### src/hw/rtl/two_button_chord_tap_hold_defines.svh
// ----------------------------------------------------------------------------
// two_button_chord_tap_hold_defines
// assertion macros shared by the chord tap/hold block, empty under SYNTH
// ----------------------------------------------------------------------------
`ifndef TWO_BUTTON_CHORD_TAP_HOLD_DEFINES_SVH
`define TWO_BUTTON_CHORD_TAP_HOLD_DEFINES_SVH

`ifndef SYNTH

// same-cycle implication, checked out of reset
`define TBCTH_ASSERT_IMPL(label, clk, rst_n, ante, cons) \
    label: assert property (@(posedge clk) disable iff (!rst_n) (ante) |-> (cons)) \
        else $error("tbcth assertion failed");

// next-cycle implication, checked out of reset
`define TBCTH_ASSERT_NEXT(label, clk, rst_n, ante, cons) \
    label: assert property (@(posedge clk) disable iff (!rst_n) (ante) |=> (cons)) \
        else $error("tbcth assertion failed");

`else

`define TBCTH_ASSERT_IMPL(label, clk, rst_n, ante, cons)
`define TBCTH_ASSERT_NEXT(label, clk, rst_n, ante, cons)

`endif

`endif

### src/hw/rtl/tbcth_pkg.sv
// ----------------------------------------------------------------------------
// tbcth_pkg
// types, register indexes and reset values of the chord tap/hold block
// ----------------------------------------------------------------------------
package tbcth_pkg;

    // payload widths fixed by the channel definitions
    localparam int NOW_W    = 32;
    localparam int CFG_W    = 16;
    localparam int CFG_IDX_W = 2;

    localparam int TIME_WIDTH_DEFAULT = 32;

    // configuration register indexes
    localparam logic [CFG_IDX_W-1:0] CFG_DEBOUNCE  = 2'd0;
    localparam logic [CFG_IDX_W-1:0] CFG_QUICK_TAP = 2'd1;
    localparam logic [CFG_IDX_W-1:0] CFG_HOLD      = 2'd2;

    // register reset values in ms
    localparam logic [CFG_W-1:0] DEBOUNCE_RESET  = 16'd10;
    localparam logic [CFG_W-1:0] QUICK_TAP_RESET = 16'd200;
    localparam logic [CFG_W-1:0] HOLD_RESET      = 16'd250;

    typedef enum logic [1:0] {
        MODE_MOUSE  = 2'd0,
        MODE_SCROLL = 2'd1,
        MODE_MIDDLE = 2'd2
    } mode_t;

endpackage

### src/hw/rtl/tbcth_ifs.sv
// ----------------------------------------------------------------------------
// tbcth_ifs
// valid/ready channels of the chord tap/hold block: samples, results, config
// ----------------------------------------------------------------------------
interface tbcth_sample_if;
    logic                        valid;
    logic                        ready;
    logic                        raw_left;
    logic                        raw_right;
    logic [tbcth_pkg::NOW_W-1:0] now_ms;

    modport source (output valid, raw_left, raw_right, now_ms, input ready);
    modport sink   (input valid, raw_left, raw_right, now_ms, output ready);
endinterface

interface tbcth_result_if;
    logic              valid;
    logic              ready;
    tbcth_pkg::mode_t  mode;
    logic              left_down;
    logic              middle_down;
    logic              right_click;

    modport source (output valid, mode, left_down, middle_down, right_click, input ready);
    modport sink   (input valid, mode, left_down, middle_down, right_click, output ready);
endinterface

interface tbcth_cfg_if;
    logic                            valid;
    logic                            ready;
    logic [tbcth_pkg::CFG_IDX_W-1:0] index;
    logic [tbcth_pkg::CFG_W-1:0]     data;

    modport source (output valid, index, data, input ready);
    modport sink   (input valid, index, data, output ready);
endinterface

### src/hw/rtl/two_button_chord_tap_hold.sv
// ----------------------------------------------------------------------------
// two_button_chord_tap_hold
// debounced two-button pointer control with chord middle and right tap/hold
// ----------------------------------------------------------------------------
// One sample transfer (raw left/right levels and a millisecond timestamp)
// gives exactly one result transfer. Both buttons are debounced against
// debounce_time; both stable-pressed gives middle mode with the middle
// button held and left suppressed. Otherwise a right release no later than
// quick_tap_time after its press, and before scroll was decided, pulses
// right_click for one result; a right press reaching hold_time switches to
// scroll mode until release. Timestamps wrap modulo 2^TIME_WIDTH. The block
// takes one sample per clock while the result register is empty or being
// drained in the same cycle; the whole update sits between the sample port
// and the result register, set by three subtract-and-compare paths on
// TIME_WIDTH bits. Registers are written through cfg (always ready); the
// user must write them while the block is idle, which it does not enforce.
// ----------------------------------------------------------------------------
`include "two_button_chord_tap_hold_defines.svh"

module two_button_chord_tap_hold #(
    parameter int TIME_WIDTH = tbcth_pkg::TIME_WIDTH_DEFAULT
) (
    input  logic           clk,
    input  logic           rst_n,
    tbcth_sample_if.sink   sample,
    tbcth_result_if.source result,
    tbcth_cfg_if.sink      cfg
);

    typedef logic [TIME_WIDTH-1:0] time_t;

    // configuration registers
    logic [tbcth_pkg::CFG_W-1:0] debounce_reg;
    logic [tbcth_pkg::CFG_W-1:0] quick_tap_reg;
    logic [tbcth_pkg::CFG_W-1:0] hold_reg;

    // debounce state
    logic  left_seen_reg,  left_seen_next;
    logic  left_stable_reg, left_stable_next;
    time_t left_change_reg, left_change_next;
    logic  right_seen_reg,  right_seen_next;
    logic  right_stable_reg, right_stable_next;
    time_t right_change_reg, right_change_next;

    // tap/hold state
    logic  right_held_reg,    right_held_next;
    logic  right_decided_reg, right_decided_next;
    time_t right_press_reg,   right_press_next;
    logic  chord_reg,         chord_next;
    tbcth_pkg::mode_t mode_reg, mode_next;

    // result register
    logic res_valid_reg, res_valid_next;
    logic left_down_reg, left_down_next;
    logic click_reg,     click_next;

    logic  accept;
    time_t now_time;
    time_t left_elapsed;
    time_t right_elapsed;
    time_t press_elapsed;
    time_t debounce_t;
    time_t quick_tap_t;
    time_t hold_t;
    logic  press_start;
    logic  press_end;

    // ------------------------------------------------------------------
    // handshakes
    // ------------------------------------------------------------------
    // output register drains or is empty: take the next sample
    assign sample.ready = !res_valid_reg || result.ready;
    assign accept       = sample.valid && sample.ready;
    assign cfg.ready    = 1'b1;

    assign result.valid       = res_valid_reg;
    assign result.mode        = mode_reg;
    assign result.left_down   = left_down_reg;
    assign result.middle_down = chord_reg;
    assign result.right_click = click_reg;

    // timestamp and thresholds at the internal time width
    assign now_time    = time_t'(sample.now_ms);
    assign debounce_t  = time_t'(debounce_reg);
    assign quick_tap_t = time_t'(quick_tap_reg);
    assign hold_t      = time_t'(hold_reg);

    // ------------------------------------------------------------------
    // single-pass update of one sample
    // ------------------------------------------------------------------
    always_comb
    begin
        // debounce: a level change restarts its timer, so elapsed is zero
        left_seen_next   = sample.raw_left;
        left_change_next = (sample.raw_left != left_seen_reg) ? now_time : left_change_reg;
        left_elapsed     = (sample.raw_left != left_seen_reg) ? '0
                                                             : now_time - left_change_reg;
        left_stable_next = (left_elapsed >= debounce_t) ? sample.raw_left : left_stable_reg;

        right_seen_next   = sample.raw_right;
        right_change_next = (sample.raw_right != right_seen_reg) ? now_time : right_change_reg;
        right_elapsed     = (sample.raw_right != right_seen_reg) ? '0
                                                                : now_time - right_change_reg;
        right_stable_next = (right_elapsed >= debounce_t) ? sample.raw_right
                                                          : right_stable_reg;

        // tap/hold edges of the debounced right level
        press_start   = right_stable_next && !right_held_reg;
        press_end     = !right_stable_next && right_held_reg;
        // a fresh press is timed from this very sample
        press_elapsed = press_start ? '0 : now_time - right_press_reg;

        right_held_next    = right_held_reg;
        right_decided_next = right_decided_reg;
        right_press_next   = right_press_reg;
        mode_next          = mode_reg;
        chord_next         = 1'b0;
        left_down_next     = 1'b0;
        click_next         = 1'b0;

        if (left_stable_next && right_stable_next)
        begin
            // chord: right tracking frozen, middle held
            mode_next  = tbcth_pkg::MODE_MIDDLE;
            chord_next = 1'b1;
        end
        else
        begin
            if (press_start)
            begin
                right_held_next    = 1'b1;
                right_decided_next = 1'b0;
                right_press_next   = now_time;
            end
            else if (press_end)
            begin
                // quick release before scroll was decided clicks
                click_next         = !right_decided_reg && (press_elapsed <= quick_tap_t);
                right_held_next    = 1'b0;
                right_decided_next = 1'b0;
            end

            if (right_held_next && !right_decided_next && (press_elapsed >= hold_t))
            begin
                mode_next          = tbcth_pkg::MODE_SCROLL;
                right_decided_next = 1'b1;
            end

            left_down_next = left_stable_next;

            // idle right button: back to mouse, else mode is kept
            if (!right_held_next)
            begin
                mode_next = tbcth_pkg::MODE_MOUSE;
            end
        end

        // result register occupancy
        if (accept)
        begin
            res_valid_next = 1'b1;
        end
        else if (result.ready)
        begin
            res_valid_next = 1'b0;
        end
        else
        begin
            res_valid_next = res_valid_reg;
        end
    end

    // ------------------------------------------------------------------
    // configuration registers
    // ------------------------------------------------------------------
    always_ff @(posedge clk or negedge rst_n)
    begin
        if (!rst_n)
        begin
            debounce_reg  <= tbcth_pkg::DEBOUNCE_RESET;
            quick_tap_reg <= tbcth_pkg::QUICK_TAP_RESET;
            hold_reg      <= tbcth_pkg::HOLD_RESET;
        end
        else if (cfg.valid && cfg.ready)
        begin
            // writes beyond the register list are dropped
            unique case (cfg.index)
                tbcth_pkg::CFG_DEBOUNCE:  debounce_reg  <= cfg.data;
                tbcth_pkg::CFG_QUICK_TAP: quick_tap_reg <= cfg.data;
                tbcth_pkg::CFG_HOLD:      hold_reg      <= cfg.data;
                default:                  ;
            endcase
        end
    end

    // ------------------------------------------------------------------
    // state and result registers
    // ------------------------------------------------------------------
    always_ff @(posedge clk or negedge rst_n)
    begin
        if (!rst_n)
        begin
            left_seen_reg     <= 1'b0;
            left_stable_reg   <= 1'b0;
            left_change_reg   <= '0;
            right_seen_reg    <= 1'b0;
            right_stable_reg  <= 1'b0;
            right_change_reg  <= '0;
            right_held_reg    <= 1'b0;
            right_decided_reg <= 1'b0;
            right_press_reg   <= '0;
            chord_reg         <= 1'b0;
            mode_reg          <= tbcth_pkg::MODE_MOUSE;
            res_valid_reg     <= 1'b0;
            left_down_reg     <= 1'b0;
            click_reg         <= 1'b0;
        end
        else
        begin
            res_valid_reg <= res_valid_next;
            if (accept)
            begin
                left_seen_reg     <= left_seen_next;
                left_stable_reg   <= left_stable_next;
                left_change_reg   <= left_change_next;
                right_seen_reg    <= right_seen_next;
                right_stable_reg  <= right_stable_next;
                right_change_reg  <= right_change_next;
                right_held_reg    <= right_held_next;
                right_decided_reg <= right_decided_next;
                right_press_reg   <= right_press_next;
                chord_reg         <= chord_next;
                mode_reg          <= mode_next;
                left_down_reg     <= left_down_next;
                click_reg         <= click_next;
            end
        end
    end

    // ------------------------------------------------------------------
    // assertions
    // ------------------------------------------------------------------
    // chord result: middle mode and left suppressed
    `TBCTH_ASSERT_IMPL(a_chord_result, clk, rst_n, res_valid_reg && chord_reg,
        (mode_reg == tbcth_pkg::MODE_MIDDLE) && !left_down_reg)
    // a click ends the right press, so the mode is back to mouse
    `TBCTH_ASSERT_IMPL(a_click_mouse, clk, rst_n, res_valid_reg && click_reg,
        (mode_reg == tbcth_pkg::MODE_MOUSE) && !chord_reg && !right_held_reg)
    // scroll decision only exists inside a held right press
    `TBCTH_ASSERT_IMPL(a_decided_held, clk, rst_n, right_decided_reg, right_held_reg)
    // chord flag only with both debounced levels pressed
    `TBCTH_ASSERT_IMPL(a_chord_stable, clk, rst_n, chord_reg,
        left_stable_reg && right_stable_reg)
    // an accepted sample always leaves a result waiting
    `TBCTH_ASSERT_NEXT(a_accept_result, clk, rst_n, accept, res_valid_reg)

endmodule
### src/flat_wrapper.sv
// flat-port wrapper written by rule: the top's interface ports become plain ports
module two_button_chord_tap_hold_flat 
#(
    parameter int TIME_WIDTH = tbcth_pkg::TIME_WIDTH_DEFAULT
)
  (clk, rst_n, sample_valid, sample_raw_left, sample_raw_right, sample_now_ms, sample_ready, result_valid, result_mode, result_left_down, result_middle_down, result_right_click, result_ready, cfg_valid, cfg_index, cfg_data, cfg_ready);
  tbcth_sample_if sample_i ();
  tbcth_result_if result_i ();
  tbcth_cfg_if cfg_i ();
  input  logic clk;
  input  logic rst_n;
  input wire logic [$bits(sample_i.valid)-1:0] sample_valid;
  input wire logic [$bits(sample_i.raw_left)-1:0] sample_raw_left;
  input wire logic [$bits(sample_i.raw_right)-1:0] sample_raw_right;
  input wire logic [$bits(sample_i.now_ms)-1:0] sample_now_ms;
  output wire logic [$bits(sample_i.ready)-1:0] sample_ready;
  output wire logic [$bits(result_i.valid)-1:0] result_valid;
  output wire logic [$bits(result_i.mode)-1:0] result_mode;
  output wire logic [$bits(result_i.left_down)-1:0] result_left_down;
  output wire logic [$bits(result_i.middle_down)-1:0] result_middle_down;
  output wire logic [$bits(result_i.right_click)-1:0] result_right_click;
  input wire logic [$bits(result_i.ready)-1:0] result_ready;
  input wire logic [$bits(cfg_i.valid)-1:0] cfg_valid;
  input wire logic [$bits(cfg_i.index)-1:0] cfg_index;
  input wire logic [$bits(cfg_i.data)-1:0] cfg_data;
  output wire logic [$bits(cfg_i.ready)-1:0] cfg_ready;
  assign sample_i.valid = sample_valid;
  assign sample_i.raw_left = sample_raw_left;
  assign sample_i.raw_right = sample_raw_right;
  assign sample_i.now_ms = sample_now_ms;
  assign sample_ready = sample_i.ready;
  assign result_valid = result_i.valid;
  assign result_mode = result_i.mode;
  assign result_left_down = result_i.left_down;
  assign result_middle_down = result_i.middle_down;
  assign result_right_click = result_i.right_click;
  assign result_i.ready = result_ready;
  assign cfg_i.valid = cfg_valid;
  assign cfg_i.index = cfg_index;
  assign cfg_i.data = cfg_data;
  assign cfg_ready = cfg_i.ready;
  two_button_chord_tap_hold #(.TIME_WIDTH(TIME_WIDTH)) u_core (.clk(clk), .rst_n(rst_n), .sample(sample_i), .result(result_i), .cfg(cfg_i));
endmodule
### config.mk
export PLATFORM = sky130hd
export DESIGN_NAME = two_button_chord_tap_hold_flat
export DESIGN_NICKNAME = d
export VERILOG_FILES = /design/src/hw/rtl/tbcth_pkg.sv /design/src/hw/rtl/tbcth_ifs.sv /design/src/hw/rtl/two_button_chord_tap_hold.sv /design/src/flat_wrapper.sv
export VERILOG_INCLUDE_DIRS = /design/src /design/src/hw/rtl
export SDC_FILE = /design/constraint.sdc
export NUM_CORES = 1
export LEC_CHECK = 0
export BUFFER_PORTS_ARGS = -buffer_cell sky130_fd_sc_hd__buf_2
export CAP_MARGIN = 20
export CORE_UTILIZATION = 47
export CTS_BUF_LIST = sky130_fd_sc_hd__clkbuf_4 sky130_fd_sc_hd__clkbuf_8 sky130_fd_sc_hd__clkbuf_16
export CTS_CLUSTER_SIZE = 16
export DETAILED_ROUTE_END_ITERATION = 10
export PLACE_DENSITY = 0.71
export SLEW_MARGIN = 20
export SYNTH_ARGS = -nofsm -noshare
export SYNTH_HDL_FRONTEND = slang
export SYNTH_SLANG_ARGS = --single-unit
### constraint.sdc
create_clock -name clk -period 16.4 [get_ports clk]
set_clock_uncertainty 0.15 [all_clocks]
set_input_delay 2.46 -clock clk [delete_from_list [all_inputs] [get_ports clk]]
set_output_delay 2.46 -clock clk [all_outputs]
set_load 0.02 [all_outputs]
==> flow_summary.yaml <==
status:
  status: "complete, no violations"
placement:
  dp_hpwl_mm: 28.7
  gp_congestion: 0.917
  dp_cells: 1943
  port_buffers: 63
detailed_routing:
  antenna_left: 0
  vias: 11700
  drt-wirelength-per-cell_um: 18.6
  drtIter0Drc: 915
  drtPass1Iterations: 7
  via_per_inst: 5.94
  drc: 0
  drt_wl_total_mm: 36.8
sta:
  tightest_slew_ns: 0.979
  timing.final.crit_share: 0.545
  min_period_ns: 8.93
  setup_viol: 0
  holdWs_ns: 0.331
  slew-limit-headroom: 0.334
  tns_ns: 0
  slew_violations: 0
  rsz0062_at_grt: "no"
  fmax_ghz: 0.112
  hold_viol: 0
logic_synthesis:
  ys_ff_latch: 156
  synth_flop_cell: "dfrtp_1"
  yosysWarnings: 0
  synth-edff-count: 0
  synth_cell_type_count: 76
  ys_seq_area_frac: 0.290
  async_flop_share: 1.00
  postSynthCellCount: 1541
  syn_nets: 1756
  synth_area_um2: 13500
  synth_area_per_cell_um2: 8.76
clocking:
  clkSinkCount: 156
  clockRootBuffer: "clkbuf_16"
  cts-buffers-inserted: 17
  postCtsSetupBuffers: 0
  cts_tree: "built"
  htree_num_levels: 4
  clk_pin_slew_worst_paths_ns: 0.07
  holdBufCountCts: 0
  cts_resized: 0
  cts_buffer_depth: 2
  clk_latency_ns: 0.44
floorplan:
  coreArea_um2: 28000
  num_rows: 61
  die_area_um2: 29400
  start_util: 0.482
  die_w_um: 171
  chipHeight_um: 171
  io_pins: 65
cells_and_area:
  num-nets-final: 1799
  n_antenna_cell: 0
  num-fill-cells: 2655
  multi_input_area_um2: 8760
  regArea_um2: 3920
  drive_gt1_frac: 0.165
  area_growth_pct: 9.60
  stdcell_count: 1975
global_routing:
  grt_overflow_total: 0
  grt_pass1_vias: 11200
  grt.total_usage: 0.257
  grt_max_degree: 89
  grt_first_pass_wirelength_mm: 58.6
  antenna_found_initial: 0
setup_path:
  end_kind: "flop"
  worst_setup_path_start_kind: "primary input"
  worstPathMaxFanout: 19
  crit_arrival_ns: 9.12
  path_class: "primary input to flop"
  worstPathRequired_ns: 16.58
pwr:
  ir_drop_mv: 0.0829
  power_density_nw_per_um2: 175
  leakage_nw: 6.96
min_path:
  hold_class: "flop to flop"
run:
  drv_cap: 0
-- report_power, final --
part           internal (mW)  switching, mW
registers              0.508         0.0625
clock network          0.262          0.180
logic                  0.664          0.911
total                   1.43           1.15
-- cells in the final DEF, fill, tap and decap left out, types with 7 or more instances in the layout --
cell       instances
or3_1             10
buf_2             62
nand2_1          107
o211ai_1          11
o21a_1            28
inv_1            164
o21ai_0           84
dfstp_2           11
xor2_1            25
a2111oi_0          7
mux2_2           124
and2_1            19
nand2b_1          22
a31oi_1           16
a21oi_1          112
nor4_1             9
nor2b_1           13
buf_4              8
nor3_1            27
clkbuf_16         17
mux2i_1            8
ha_1             155
a21o_1            45
a211oi_1          22
nand4_1           35
xnor2_1           31
or2_2             14
nand3_1           22
o31ai_1           10
nor2_1           105
dfrtp_1          145
-- synth_stat cells, drive strengths merged, types with 13 or more instances --
cell    number  area, um^2
xnor2       31         272
a31oi       16         100
nand2      107         402
or2         15        93.8
o21ai       85         425
a21o        45         338
nor2b       13        81.3
nand3       22         110
a211oi      22         165
nand4       35         219
mux2       126        1420
and2        19         119
nand2b      22         138
inv        164         616
xor2        25         219
o21a        28         210
ha         155        1940
clkbuf      43         161
dfrtp      145        3630
nor3        28         151
a21oi      112         561
nor2       105         394
-- worst max-delay path, cell delays in order --
cell	delay, ns
buf_2	0.10
inv_1	0.09
ha_1	0.23
fa_1	0.42
nand2b_1	0.20
a211o_1	0.31
a211o_1	0.36
a2111oi_4	0.39
o21ai_1	0.13
mux2_2	0.29
or4_4	0.52
nor4_4	0.43
mux2i_2	0.88
and2_1	0.27
ha_1	0.25
a21oi_1	0.17
nor2b_1	0.07
o21ai_0	0.15
nand2b_1	0.07
a21oi_1	0.15
nor2b_1	0.06
o21ai_0	0.13
nand2b_1	0.07
a211oi_1	0.40
o211a_1	0.26
a211oi_1	0.06
o21a_1	0.19
-- kinds of logic (layout without fill, tap and decap cells) --
group / after synthesis / count (layout) / share of synthesized area
AND/OR/NAND/NOR: 412 / 412 / 0.152
adder cells (fa/ha/maj): 158 / 158 / 0.148
buffers and inverters: 211 / 267 / 0.0607
AO/OA/AOI/OAI: 412 / 412 / 0.200
other: 1 / 1 / 0.000278
flip-flops: 156 / 156 / 0.290
multiplexers: 135 / 135 / 0.112
XOR/XNOR: 56 / 56 / 0.0364
-- cell type report --
| type | instances | share of cell area |
|---|---|---|
| sequential | 156 | 0.265 |
| tap | 378 | 0.0320 |
| multi-input combinational | 1174 | 0.592 |
| clock buffer | 19 | 0.0302 |
| clock inverter | 13 | 0.0129 |
| timing repair buffer | 71 | 0.0258 |
| inverter | 164 | 0.0416 |
-- worst paths after layout --
path	startpoint	to	slack, ns	cells past startpoint
min in group asynchronous	rst_n	u_core.quick_tap_reg[5]$_DFFE_PN0P_	1.93	1
max in group asynchronous	rst_n	u_core.left_change_reg[29]$_DFFE_PN0P_	12.74	2
worst min register to register	u_core.result.middle_down$_DFFE_PN0P_	u_core.result.middle_down$_DFFE_PN0P_	0.33	2
worst max-delay path	sample_now_ms[0]	u_core.result.mode[0]$_DFFE_PN0P_	7.47	27
worst max register to register	u_core.right_change_reg[0]$_DFFE_PN0P_	u_core.result.mode[0]$_DFFE_PN0P_	9.32	25
worst min-delay path	u_core.result.middle_down$_DFFE_PN0P_	u_core.result.middle_down$_DFFE_PN0P_	0.33	2
-- through the flow --
stage / power (mW) / utilization / cell area [um^2] / worst slack (ns)
4_1_cts: 2.57 / 0.528 / 14800 / 7.52
2_1_floorplan: 1.73 / - / 13500 / 8.18
5_1_grt: 2.79 / 0.528 / 14800 / 7.10
3_3_place_gp: 2.08 / 0.505 / 14100 / 7.11
3_5_place_dp: 2.11 / 0.505 / 14100 / 7.07
6_report: 2.59 / 0.528 / 14800 / 7.47
-- routing by layer --
layer | wire length, um | vias up | share of wire | global-route usage
met5 | 0 | - | 0 | 0
met4 | 875 | 0 | 0.024 | 0.0800
met3 | 1880 | 63 | 0.051 | 0.0318
met2 | 17500 | 376 | 0.47 | 0.438
met1 | 16600 | 5661 | 0.45 | 0.337
li1 | - | 5637 | - | -
Power figures use the tool's default switching activity.
